<file path="config.mk">
export PLATFORM = sky130hd
export DESIGN_NAME = framed_ascii_command_parser_flat
export DESIGN_NICKNAME = d
export VERILOG_FILES = /design/src/fcp_pkg.sv /design/src/fcp_ifs.sv /design/src/framed_ascii_command_parser.sv /design/src/fcp_frame_state.sv /design/src/flat_wrapper.sv
export SDC_FILE = /design/constraint.sdc
export NUM_CORES = 1
export LEC_CHECK = 0
export ABC_AREA = 1
export BUFFER_PORTS_ARGS = -buffer_cell sky130_fd_sc_hd__buf_4
export CAP_MARGIN = 20
export CELL_PAD_IN_SITES_DETAIL_PLACEMENT = 0
export CELL_PAD_IN_SITES_GLOBAL_PLACEMENT = 1
export CORE_UTILIZATION = 35
export CTS_CLUSTER_SIZE = 20
export DETAILED_ROUTE_END_ITERATION = 10
export PLACE_DENSITY_LB_ADDON = 0.2
export SYNTH_ARGS = -nofsm -noshare
export SYNTH_HDL_FRONTEND = slang
export SYNTH_SLANG_ARGS = --single-unit
</file>
<file path="constraint.sdc">
create_clock -name clk -period 4.4 [get_ports clk]
set_input_delay 0.66 -clock clk [delete_from_list [all_inputs] [get_ports clk]]
set_output_delay 0.66 -clock clk [all_outputs]
set_load 0.01 [all_outputs]
</file>
<file path="src/fcp_pkg.sv">
// ----------------------------------------------------------------------------
// fcp_pkg: shared types and constants of the framed command parser
// Byte codes, result kinds, the result record and frame limits.
// ----------------------------------------------------------------------------
package fcp_pkg;

	localparam logic [7:0] DELIM_BYTE = 8'h23;
	localparam logic [7:0] SEP_BYTE = 8'h2C;
	localparam logic [7:0] DIGIT_BASE = 8'h30;
	localparam logic [15:0] VALUE_MAX = 16'hFFFF;

	// frame bytes allowed, opening delimiter counted
	localparam int MAX_FRAME_BYTES = 30;
	localparam int KEPT_PARAMS_DEF = 4;
	// parameter slots on the result channel
	localparam int OUT_PARAMS = 4;

	typedef enum logic [1:0] {
		KIND_SINGLE = 2'd0,
		KIND_FRAME = 2'd1,
		KIND_ERROR = 2'd2
	} kind_t;

	typedef struct packed {
		logic [1:0] result_kind;
		logic [7:0] command_byte;
		logic [4:0] param_count;
		logic [OUT_PARAMS-1:0][15:0] params;
	} result_t;

endpackage

</file>
<file path="src/fcp_ifs.sv">
// ----------------------------------------------------------------------------
// fcp_ifs: channel interfaces of the framed command parser
// Received byte channel and parsed result channel, valid/ready handshake.
// ----------------------------------------------------------------------------
interface fcp_rx_if;
	logic valid;
	logic ready;
	logic [7:0] rx_byte;

	modport source (output valid, output rx_byte, input ready);
	modport sink (input valid, input rx_byte, output ready);
endinterface

interface fcp_res_if;
	logic valid;
	logic ready;
	logic [1:0] result_kind;
	logic [7:0] command_byte;
	logic [4:0] param_count;
	logic [15:0] param_newest;
	logic [15:0] param_second;
	logic [15:0] param_third;
	logic [15:0] param_fourth;

	modport source (output valid, output result_kind, output command_byte,
		output param_count, output param_newest, output param_second,
		output param_third, output param_fourth, input ready);
	modport sink (input valid, input result_kind, input command_byte,
		input param_count, input param_newest, input param_second,
		input param_third, input param_fourth, output ready);
endinterface

</file>
<file path="src/framed_ascii_command_parser.sv">
// ----------------------------------------------------------------------------
// framed_ascii_command_parser: serial byte command and frame parser
// Turns received bytes into single-byte commands and #C,n,...# frames.
// ----------------------------------------------------------------------------
// path: a byte waits in the byte register, its result in the result register
// throughput: one byte per cycle, set by the single decode step between the
//   byte register and the result register; res stalls hold back rx only when
//   a byte that gives a result meets a full result register
// reset: arst_n clears both stage valids and all frame state at once
// ----------------------------------------------------------------------------
module framed_ascii_command_parser
	import fcp_pkg::*;
#(
	parameter int KEPT_PARAMS = KEPT_PARAMS_DEF
) (
	input  logic clk,
	input  logic arst_n,
	fcp_rx_if.sink rx,
	fcp_res_if.source res
);

	// stage 1: received byte register
	logic valid_s1;
	logic [7:0] byte_s1;
	// stage 2: result register, parts the two sides
	logic valid_s2;
	result_t result_s2;

	logic has_result;
	result_t result;
	logic advance;

	// a byte that gives no result never waits on the result register
	assign advance = valid_s1 && (!has_result || !valid_s2 || res.ready);
	assign rx.ready = !valid_s1 || advance;

	fcp_frame_state #(
		.KEPT_PARAMS(KEPT_PARAMS)
	) u_state (
		.clk(clk),
		.arst_n(arst_n),
		.step_en(advance),
		.rx_byte(byte_s1),
		.has_result(has_result),
		.result(result)
	);

	always_ff @(posedge clk or negedge arst_n) begin
		if (!arst_n) begin
			valid_s1 <= 1'b0;
			valid_s2 <= 1'b0;
		end else begin
			if (rx.ready) begin
				valid_s1 <= rx.valid;
			end
			if (advance && has_result) begin
				valid_s2 <= 1'b1;
			end else if (res.ready) begin
				valid_s2 <= 1'b0;
			end
		end
	end

	// payload registers, no reset needed
	always_ff @(posedge clk) begin
		if (rx.valid && rx.ready) begin
			byte_s1 <= rx.rx_byte;
		end
		if (advance && has_result) begin
			result_s2 <= result;
		end
	end

	assign res.valid = valid_s2;
	assign res.result_kind = result_s2.result_kind;
	assign res.command_byte = result_s2.command_byte;
	assign res.param_count = result_s2.param_count;
	assign res.param_newest = result_s2.params[0];
	assign res.param_second = result_s2.params[1];
	assign res.param_third = result_s2.params[2];
	assign res.param_fourth = result_s2.params[3];

	a_s1_hold: assert property (@(posedge clk) disable iff (!arst_n)
		(valid_s1 && !advance) |=> valid_s1 && $stable(byte_s1))
		else $error("stalled byte lost in stage 1");
	a_stall_cause: assert property (@(posedge clk) disable iff (!arst_n)
		(valid_s1 && !advance) |-> valid_s2 && !res.ready)
		else $error("stage 1 stalled without a blocked result");
	a_result_loaded: assert property (@(posedge clk) disable iff (!arst_n)
		(advance && has_result) |=> valid_s2)
		else $error("result not captured in stage 2");

endmodule

</file>
<file path="src/fcp_frame_state.sv">
// ----------------------------------------------------------------------------
// fcp_frame_state: frame tracking and parameter accumulation
// Holds the frame state, decodes one byte per step and forms its result.
// ----------------------------------------------------------------------------
module fcp_frame_state
	import fcp_pkg::*;
#(
	parameter int KEPT_PARAMS = KEPT_PARAMS_DEF
) (
	input  logic clk,
	input  logic arst_n,
	input  logic step_en,
	input  logic [7:0] rx_byte,
	output logic has_result,
	output result_t result
);

	logic in_frame_q;
	logic [4:0] frame_length_q;
	logic [7:0] frame_command_q;
	logic [15:0] segment_value_q;
	logic [4:0] comma_count_q;
	logic [15:0] hist_q [KEPT_PARAMS];
	logic [15:0] hist_shift [KEPT_PARAMS];

	logic [5:0] next_len;
	logic is_delim;
	logic is_sep;
	logic is_first;
	logic too_long;
	logic push;
	logic [7:0] digit;
	logic [19:0] seg_x10;
	logic [20:0] seg_sum;
	logic [15:0] seg_next;
	logic [7:0] cmd_eff;

	assign next_len = {1'b0, frame_length_q} + 6'd1;
	assign is_delim = (rx_byte == DELIM_BYTE);
	assign is_sep = (rx_byte == SEP_BYTE);
	assign is_first = (next_len == 6'd2);
	assign too_long = (next_len > 6'(MAX_FRAME_BYTES));
	// a separator or a non-empty close ends a parameter once a comma was seen
	assign push = in_frame_q && !too_long && (comma_count_q != 5'd0)
		&& (is_sep || (is_delim && !is_first));

	assign digit = rx_byte - DIGIT_BASE;
	assign seg_x10 = 20'(segment_value_q) * 20'd10;
	assign seg_sum = 21'(seg_x10) + 21'(digit);
	assign seg_next = (seg_sum > 21'(VALUE_MAX)) ? VALUE_MAX : seg_sum[15:0];
	assign cmd_eff = is_first ? rx_byte : frame_command_q;

	assign hist_shift[0] = push ? segment_value_q : hist_q[0];
	for (genvar i = 1; i < KEPT_PARAMS; i++) begin : g_shift
		assign hist_shift[i] = push ? hist_q[i-1] : hist_q[i];
	end

	always_comb begin
		has_result = 1'b0;
		result = '0;
		if (!in_frame_q) begin
			if (!is_delim) begin
				has_result = 1'b1;
				result.result_kind = KIND_SINGLE;
				result.command_byte = rx_byte;
			end
		end else if (too_long) begin
			has_result = 1'b1;
			result.result_kind = KIND_ERROR;
		end else if (is_delim) begin
			has_result = 1'b1;
			result.result_kind = KIND_FRAME;
			result.command_byte = cmd_eff;
			result.param_count = comma_count_q;
			for (int j = 0; j < OUT_PARAMS; j++) begin
				if (j < KEPT_PARAMS) begin
					result.params[j] = hist_shift[j % KEPT_PARAMS];
				end
			end
		end
	end

	always_ff @(posedge clk or negedge arst_n) begin
		if (!arst_n) begin
			in_frame_q <= 1'b0;
			frame_length_q <= '0;
			frame_command_q <= '0;
			segment_value_q <= '0;
			comma_count_q <= '0;
			for (int i = 0; i < KEPT_PARAMS; i++) begin
				hist_q[i] <= '0;
			end
		end else if (step_en) begin
			if (!in_frame_q) begin
				if (is_delim) begin
					// frame start clears all frame data
					in_frame_q <= 1'b1;
					frame_length_q <= 5'd1;
					frame_command_q <= '0;
					segment_value_q <= '0;
					comma_count_q <= '0;
					for (int i = 0; i < KEPT_PARAMS; i++) begin
						hist_q[i] <= '0;
					end
				end
			end else if (too_long || is_delim) begin
				in_frame_q <= 1'b0;
				frame_length_q <= '0;
				hist_q <= hist_shift;
			end else begin
				frame_length_q <= next_len[4:0];
				if (is_first) begin
					frame_command_q <= rx_byte;
				end
				hist_q <= hist_shift;
				if (is_sep) begin
					segment_value_q <= '0;
					comma_count_q <= comma_count_q + 5'd1;
				end else begin
					segment_value_q <= seg_next;
				end
			end
		end
	end

	a_len_idle: assert property (@(posedge clk) disable iff (!arst_n)
		!in_frame_q |-> frame_length_q == 5'd0)
		else $error("length count not cleared outside a frame");
	a_len_busy: assert property (@(posedge clk) disable iff (!arst_n)
		in_frame_q |-> (frame_length_q != 5'd0)
			&& (frame_length_q <= 5'(MAX_FRAME_BYTES)))
		else $error("frame length out of range inside a frame");
	a_result_leaves: assert property (@(posedge clk) disable iff (!arst_n)
		(step_en && has_result) |=> !in_frame_q)
		else $error("a result left the parser inside a frame");
	a_kind_legal: assert property (@(posedge clk) disable iff (!arst_n)
		has_result |-> (result.result_kind == KIND_SINGLE)
			|| (result.result_kind == KIND_FRAME)
			|| (result.result_kind == KIND_ERROR))
		else $error("illegal result kind");

endmodule

</file>
<file path="src/flat_wrapper.sv">
// flat-port wrapper written by rule: the top's interface ports become plain ports
module framed_ascii_command_parser_flat import fcp_pkg::*;
#(
	parameter int KEPT_PARAMS = KEPT_PARAMS_DEF
)
  (clk, arst_n, rx_valid, rx_rx_byte, rx_ready, res_valid, res_result_kind, res_command_byte, res_param_count, res_param_newest, res_param_second, res_param_third, res_param_fourth, res_ready);
  fcp_rx_if rx_i ();
  fcp_res_if res_i ();
  input  logic clk;
  input  logic arst_n;
  input wire logic [$bits(rx_i.valid)-1:0] rx_valid;
  input wire logic [$bits(rx_i.rx_byte)-1:0] rx_rx_byte;
  output wire logic [$bits(rx_i.ready)-1:0] rx_ready;
  output wire logic [$bits(res_i.valid)-1:0] res_valid;
  output wire logic [$bits(res_i.result_kind)-1:0] res_result_kind;
  output wire logic [$bits(res_i.command_byte)-1:0] res_command_byte;
  output wire logic [$bits(res_i.param_count)-1:0] res_param_count;
  output wire logic [$bits(res_i.param_newest)-1:0] res_param_newest;
  output wire logic [$bits(res_i.param_second)-1:0] res_param_second;
  output wire logic [$bits(res_i.param_third)-1:0] res_param_third;
  output wire logic [$bits(res_i.param_fourth)-1:0] res_param_fourth;
  input wire logic [$bits(res_i.ready)-1:0] res_ready;
  assign rx_i.valid = rx_valid;
  assign rx_i.rx_byte = rx_rx_byte;
  assign rx_ready = rx_i.ready;
  assign res_valid = res_i.valid;
  assign res_result_kind = res_i.result_kind;
  assign res_command_byte = res_i.command_byte;
  assign res_param_count = res_i.param_count;
  assign res_param_newest = res_i.param_newest;
  assign res_param_second = res_i.param_second;
  assign res_param_third = res_i.param_third;
  assign res_param_fourth = res_i.param_fourth;
  assign res_i.ready = res_ready;
  framed_ascii_command_parser #(.KEPT_PARAMS(KEPT_PARAMS)) u_core (.clk(clk), .arst_n(arst_n), .rx(rx_i), .res(res_i));
endmodule
</file>
* After elaboration in Yosys (flattened, before gate mapping) *
Index checks and enable logic that the tools add are counted.

operators by class
  add/subtract/negate cells = 4
  $mul = 1
  divide/modulo/power cells = 0
  order comparisons = 2
  eq/ne operators = 5
  shift operators = 0
  muxes and demuxes = 35
  bitwise gates (word level) = 2
  reduce and logical (&&, ||, !) cells = 24

operator list
  kind                   count
  $mux 16                9
  $mux 64                2
  $mux 78                1
  $mux 77                1
  $mux 8                 5
  $mux 5                 7
  $add 20x8->21          1
  $gt 21x16->1 const B   1
  $mul 16x3->19 const B  1
  $eq 8x6->1 const B     2
  $mux 10                1
  $mux 1                 8
  $sub 8x6->8 const B    1
  $logic_and 1x1->1      7
  $add 5x1->6 const B    1
  $eq 6x2->1 const B     1
  $gt 6x5->1 const B     1
  $add 5x1->5 const B    1
  $logic_not 1->1        5
  $logic_or 1x1->1       5
  $reduce_bool 5->1      1
  $reduce_and 4->1       1
  $reduce_bool 2->1      2
  $reduce_and 3->1       1
  other kinds (6)        7

storage, ports and cells
  register bits = 188
  bits in latches = 0
  RAM bits = 0
  bits in read-only memories = 0
  input port bits = 12
  output and inout bits = 81
  memories kept = 0

* Depth between registers and ports, before layout *
  word-level depth = 10
  gate-level depth with buffers = 22
  mapped depth without buffers = 20

* Modules after synthesis *
Synthesis repeated with hierarchy kept, for this count alone.

second synthesis, totals
  cell total of the unflattened synthesis = 1288
  area total of the unflattened synthesis = 10319.9 um^2

by module, submodules not included
  module                       instances  cells each  area each (um^2)  seq. area each (um^2)
  fcp_frame_state              1          1187        7599.8            2477.4
  framed_ascii_command_parser  1          101         2720.1            2662.6

* Worst setup path before layout *
No wires, ideal clock.

  kind = register -> register
  from = register u_core.u_state.frame_length_q[0]
  to = register u_core.result_s2 (netlist bit u_core.res.command_byte[0]), enable pin
  arrival time = 3.062 ns
  required time = 3.967 ns
  slack = 0.905 ns
  cell stages (with the launch flop) = 16
  period minus slack after synthesis = 3.495 ns
  cells stage by stage = dfrtp_1 -> ha_1 -> inv_1 -> nand2_1 -> nand2_1 -> nor3_1 -> nand3_1 -> and2_4 -> nand2_1 -> nand2_1 -> nand2_1 -> nand3_1 -> nand2_2 -> inv_2 -> nand2_1 -> inv_1

on the way
  longest elaborated chain between the ends = 9

ends and longest elaborated chain
  element                         RTL line                           source
  start: declaration              fcp_frame_state.sv:19              logic [4:0] frame_length_q;
  start signal: assignment        fcp_frame_state.sv:111             frame_length_q <= next_len[4:0];
  $add 5x1->6 (*)                 fcp_frame_state.sv:38              assign next_len = {1'b0, frame_length_q} + 6'd1;
  $gt 6x5->1 (*)                  fcp_frame_state.sv:42              assign too_long = (next_len > 6'(MAX_FRAME_BYTES));
  $mux 1 (*)                      fcp_frame_state.sv:67              end else if (too_long) begin
  $mux 1 (*)                      fcp_frame_state.sv:61              if (!in_frame_q) begin
  $logic_not 1->1                 framed_ascii_command_parser.sv:34  assign advance = valid_s1 && (!has_result || !valid_s2 || res.ready);
  $logic_or 1x1->1 (2 in series)  framed_ascii_command_parser.sv:34
  $logic_and 1x1->1               framed_ascii_command_parser.sv:34
  $logic_and 1x1->1 (*)           framed_ascii_command_parser.sv:69  if (advance && has_result) begin
  end signal: assignment          framed_ascii_command_parser.sv:70  result_s2 <= result;
  end: declaration                framed_ascii_command_parser.sv:27  result_t result_s2;

Every way passes the cells marked *; elsewhere a longest branch is shown, timed or not.
A chain may end at the register's enable or synchronous reset.

* Worst setup path in the final report *
  from = register u_core.u_state.segment_value_q[1]
  to = register u_core.u_state.segment_value_q[4]

on the way
  longest elaborated chain between the ends = 7

ends and longest elaborated chain
  element                   RTL line                source
  start: declaration        fcp_frame_state.sv:21   logic [15:0] segment_value_q;
  start signal: assignment  fcp_frame_state.sv:120  segment_value_q <= seg_next;
  $mul 16x3->19 (*)         fcp_frame_state.sv:48   assign seg_x10 = 20'(segment_value_q) * 20'd10;
  $add 20x8->21 (*)         fcp_frame_state.sv:49   assign seg_sum = 21'(seg_x10) + 21'(digit);
  $gt 21x16->1              fcp_frame_state.sv:50   assign seg_next = (seg_sum > 21'(VALUE_MAX)) ? VALUE_MAX : seg_sum[15:0];
  $mux 16 (*)               fcp_frame_state.sv:50
  $mux 16 (*)               fcp_frame_state.sv:116  if (is_sep) begin
  $mux 16 (*)               fcp_frame_state.sv:106  end else if (too_long || is_delim) begin
  $mux 16 (*)               fcp_frame_state.sv:94   if (!in_frame_q) begin

Every way passes the cells marked *; elsewhere a longest branch is shown, timed or not. The select of a mux whose other input is x is not followed.

==> summary.txt <==
Status
  • Outcome: finished, final reports clean

Worst setup path
  • CP most frequent cell: nand2_1
  • CP arrival: 3.85 ns
  • Crit path kind: flip-flop to flip-flop
  • Crit Path Max Fanout: 16
  • Kind of end point of the critical path: flip-flop
  • Buf/Inv on CP: 0
  • Worst-path cell chain: ha_1 -> ha_1 -> fa_1 -> xor2_1 -> ha_1 -> nand2_1 -> a21oi_1 -> nor2_1 -> nand2_1 -> nand2_1 -> nor2_2 -> nand2_1 -> nor2_2 -> nand3_1 -> nand2_2 -> nand3_1 -> nand2_1 -> nand2_1
  • Worst EP required: 4.72 ns
  • Setup crit start kind: flip-flop
  • Max stage delay on crit path: 0.45 ns
  • Cell family with most CP delay: adder cells
  • Slowest CP cell: dfrtp_1

Power and ir drop
  • PwrDens: 577 mW/mm^2
  • P_leak: 0.00569 uW
  • Worst vdd ir: 0.234 mV

Clocking
  • Root buffer cell: clkbuf_16
  • TritonCTS clock tree: yes
  • CTS buffer count: 17
  • Postcts setup bufs: 0
  • Clock latency on the worst-skew pair: 0.44 ns
  • Cts repair resizes: 0
  • H-tree level count: 4
  • Clock-pin slew on the worst setup and hold paths: 0.08 ns
  • Clk buf depth: 2
  • CTS sink count: 188
  • Hold Buf Count CTS: 0

Synthesis
  • Cells after Synth: 1220
  • Yosys warnings: 0
  • Synthesized cell area: 0.00996 sq mm
  • #FFs+latches synth: 188
  • Syn Area/Cell: 8.16 sq um
  • Netlist cell types: 34
  • Net count after synthesis: 1275
  • Seq/Total Area, Yosys: 0.516

STA
  • Fin crit period: 3.53 ns
  • Max Freq: 0.283 GHz
  • Fin Setup TNS: 0 ns
  • Max-slew violations: 0
  • Clock Skew: 0.0202 ns
  • Relative slew slack: 0.439
  • Final Setup Violations: 0
  • Final Hold Vio Count: 0
  • Final period util: 0.802
  • RSZ-0062 raised after global routing: false
  • Worst slew pin tran: 0.842 ns

Die
  • Initial Util: 0.357
  • Die Width: 171 um
  • Num rows: 61
  • DIE HEIGHT: 171 um
  • Ports: 93
  • Die area: 0.0291 sq mm
  • Core area: 0.0279 sq mm

Flow run
  • Max cap viols: 0

Placed design
  • DP HPWL: 16000 um
  • Cells after DPL: 1651
  • PortBufs: 92
  • RePlAce Congestion: 0.855

Global routing
  • Vias in the first global route: 7608
  • GRT Util Overall: 0.175
  • Initial antenna violation count: 0
  • Largest net degree at the start of global routing: 70
  • First-pass GRT wire length: 39900 um
  • Gr ovfl total: 0

Detailed routing
  • Final WL: 24200 um
  • Drt drc: 0
  • DR WL/cell: 14.4 um
  • Drt first pass iters: 5
  • Via/cell ratio: 4.71
  • Starting DRT DRC Count: 551
  • DRT antenna net count: 0
  • Vias: 7922

Final layout
  • Synth-to-layout area growth: 16.5%
  • # nets final: 1347
  • ANT cells: 0
  • Layout Cells excl Fill: 1683
  • Filler Cells Inserted: 2812
  • Layout cell share with drive strength beyond 1: 0.120

Min path
  • Class of the worst hold path: input pin to asynchronous set/reset pin
## worst paths after layout
kind                                                                      end  depth (start not counted)  slack, ns                                     startpoint
worst max-delay path            u_core.u_state.segment_value_q[4]$_DFFE_PN0P_                         18       0.87  u_core.u_state.segment_value_q[1]$_DFFE_PN0P_
worst min register to register           u_core.u_state.hist_q[1]$_DFFE_PN0P_                          2       0.48           u_core.u_state.hist_q[1]$_DFFE_PN0P_
max in group asynchronous               u_core.u_state.hist_q[62]$_DFFE_PN0P_                          2       3.26                                         arst_n
worst max register to register  u_core.u_state.segment_value_q[4]$_DFFE_PN0P_                         18       0.87  u_core.u_state.segment_value_q[1]$_DFFE_PN0P_
worst min-delay path                     u_core.u_state.hist_q[0]$_DFFE_PN0P_                          1       0.21                                         arst_n
min in group clk                                  u_core.byte_s1[0]$_DFFE_PP_                          1       0.40                                  rx_rx_byte[0]
## cell type report
type,count,area [sq um],share of cell area
Multi-Input combinational cell,903,4270,0.368
Tap cell,378,473,0.0408
Clock inverter,15,195,0.0168
Inverter,79,298,0.0257
Sequential cell,188,5140,0.443
Timing Repair Buffer,103,798,0.0688
Clock buffer,17,425,0.0367
## layout by cell type, fill, tap and decap left out, types with 2 or more instances in the layout
cell type  count
o31ai_1        2
inv_6          2
a21oi_1       75
buf_12         2
nand4_1        9
dfrtp_1      101
o21ai_1        2
nand2_2        4
or2_2          2
a31oi_1        3
nor4_1         2
o21ai_0       33
clkinv_8       8
nor2_2         2
nor2_4         2
edfxtp_1      87
inv_8          2
nand3_1      118
nor2_1        38
nand2_1      544
buf_4        101
clkbuf_16     17
xor2_1         9
inv_1         72
xnor2_1        7
clkinv_4       2
ha_1          41
fa_1           2
inv_2          6
## metal layers
metal  wire length (um)  vias up  part of all wire  global-route usage
met5                  0        -                 0                   0
met4                242        0             0.010              0.0450
met3                660       15             0.027              0.0250
met2              11400      141              0.47               0.289
met1              11900     3652              0.49               0.240
li1                   -     4114                 -                   -
## cell families (layout without fill, tap and decap cells)
group	after synthesis	in the layout	share of synthesized area
simple gates	727	727	0.297
xor+xnor	16	16	0.0141
buf+inv	129	214	0.0559
fa+ha+maj	43	43	0.0555
compound gates	117	117	0.0611
flops	188	188	0.516
## stage by stage
stage	util	hold slack, ns	setup WS, ns	power [uW]	instance area, sq um
floorplan	-	0.364	0.905	4340	9960
global placement	0.394	0.453	0.910	5210	11000
detailed placement	0.394	0.458	0.851	5210	11000
CTS	0.416	0.212	0.827	6790	11600
global route	0.416	0.243	0.537	7230	11600
finish	0.416	0.213	0.870	6700	11600
## where the power goes
| part | switching (uW) | leakage (uW) | total, uW | internal (uW) |
|---|---|---|---|---|
| logic | 1740 | 0.00316 | 2670 | 928 |
| clock network | 780 | 0.000294 | 1550 | 774 |
| registers | 242 | 0.00224 | 2480 | 2230 |
## registers in the layout, indices dropped and copies added, names as in the netlist, 2 cells and up
register                        flops
u_core.res.param_count              5
u_core.res.param_newest            16
u_core.u_state.hist_q              64
u_core.res.param_fourth            16
u_core.res.param_second            16
u_core.u_state.comma_count_q        5
u_core.u_state.segment_value_q     16
u_core.res.param_third             16
u_core.res.result_kind              2
u_core.u_state.frame_command_q      8
u_core.res.command_byte             8
u_core.byte_s1                      8
u_core.u_state.frame_length_q       5
## synthesized netlist by cell type
master	instances	area share
buf_1	2	0.00075
dfrtp_1	101	0.25
nand4_2	1	0.0013
nand4_1	9	0.0057
nor2_2	2	0.0013
or2_2	2	0.0013
a31oi_1	3	0.0019
clkbuf_1	20	0.0075
nor3_1	1	0.00050
nor4_1	2	0.0013
nand3b_1	1	0.00075
buf_6	4	0.0045
xor2_1	9	0.0079
o21bai_1	1	0.00075
buf_4	5	0.0038
o31ai_1	2	0.0015
nor2_4	2	0.0023
fa_1	2	0.0040
o21ai_0	33	0.017
a21oi_1	75	0.038
buf_2	19	0.0095
nand2_2	4	0.0025
and2_1	1	0.00063
nor2_1	38	0.014
edfxtp_1	87	0.26
o21ai_1	2	0.0010
nand3_1	118	0.059
nand2_1	545	0.21
ha_1	41	0.052
xnor2_1	7	0.0062
inv_2	6	0.0023
inv_1	73	0.028
a21oi_4	1	0.0016
and2_4	1	0.00088
(Power assumes the default switching activity.)
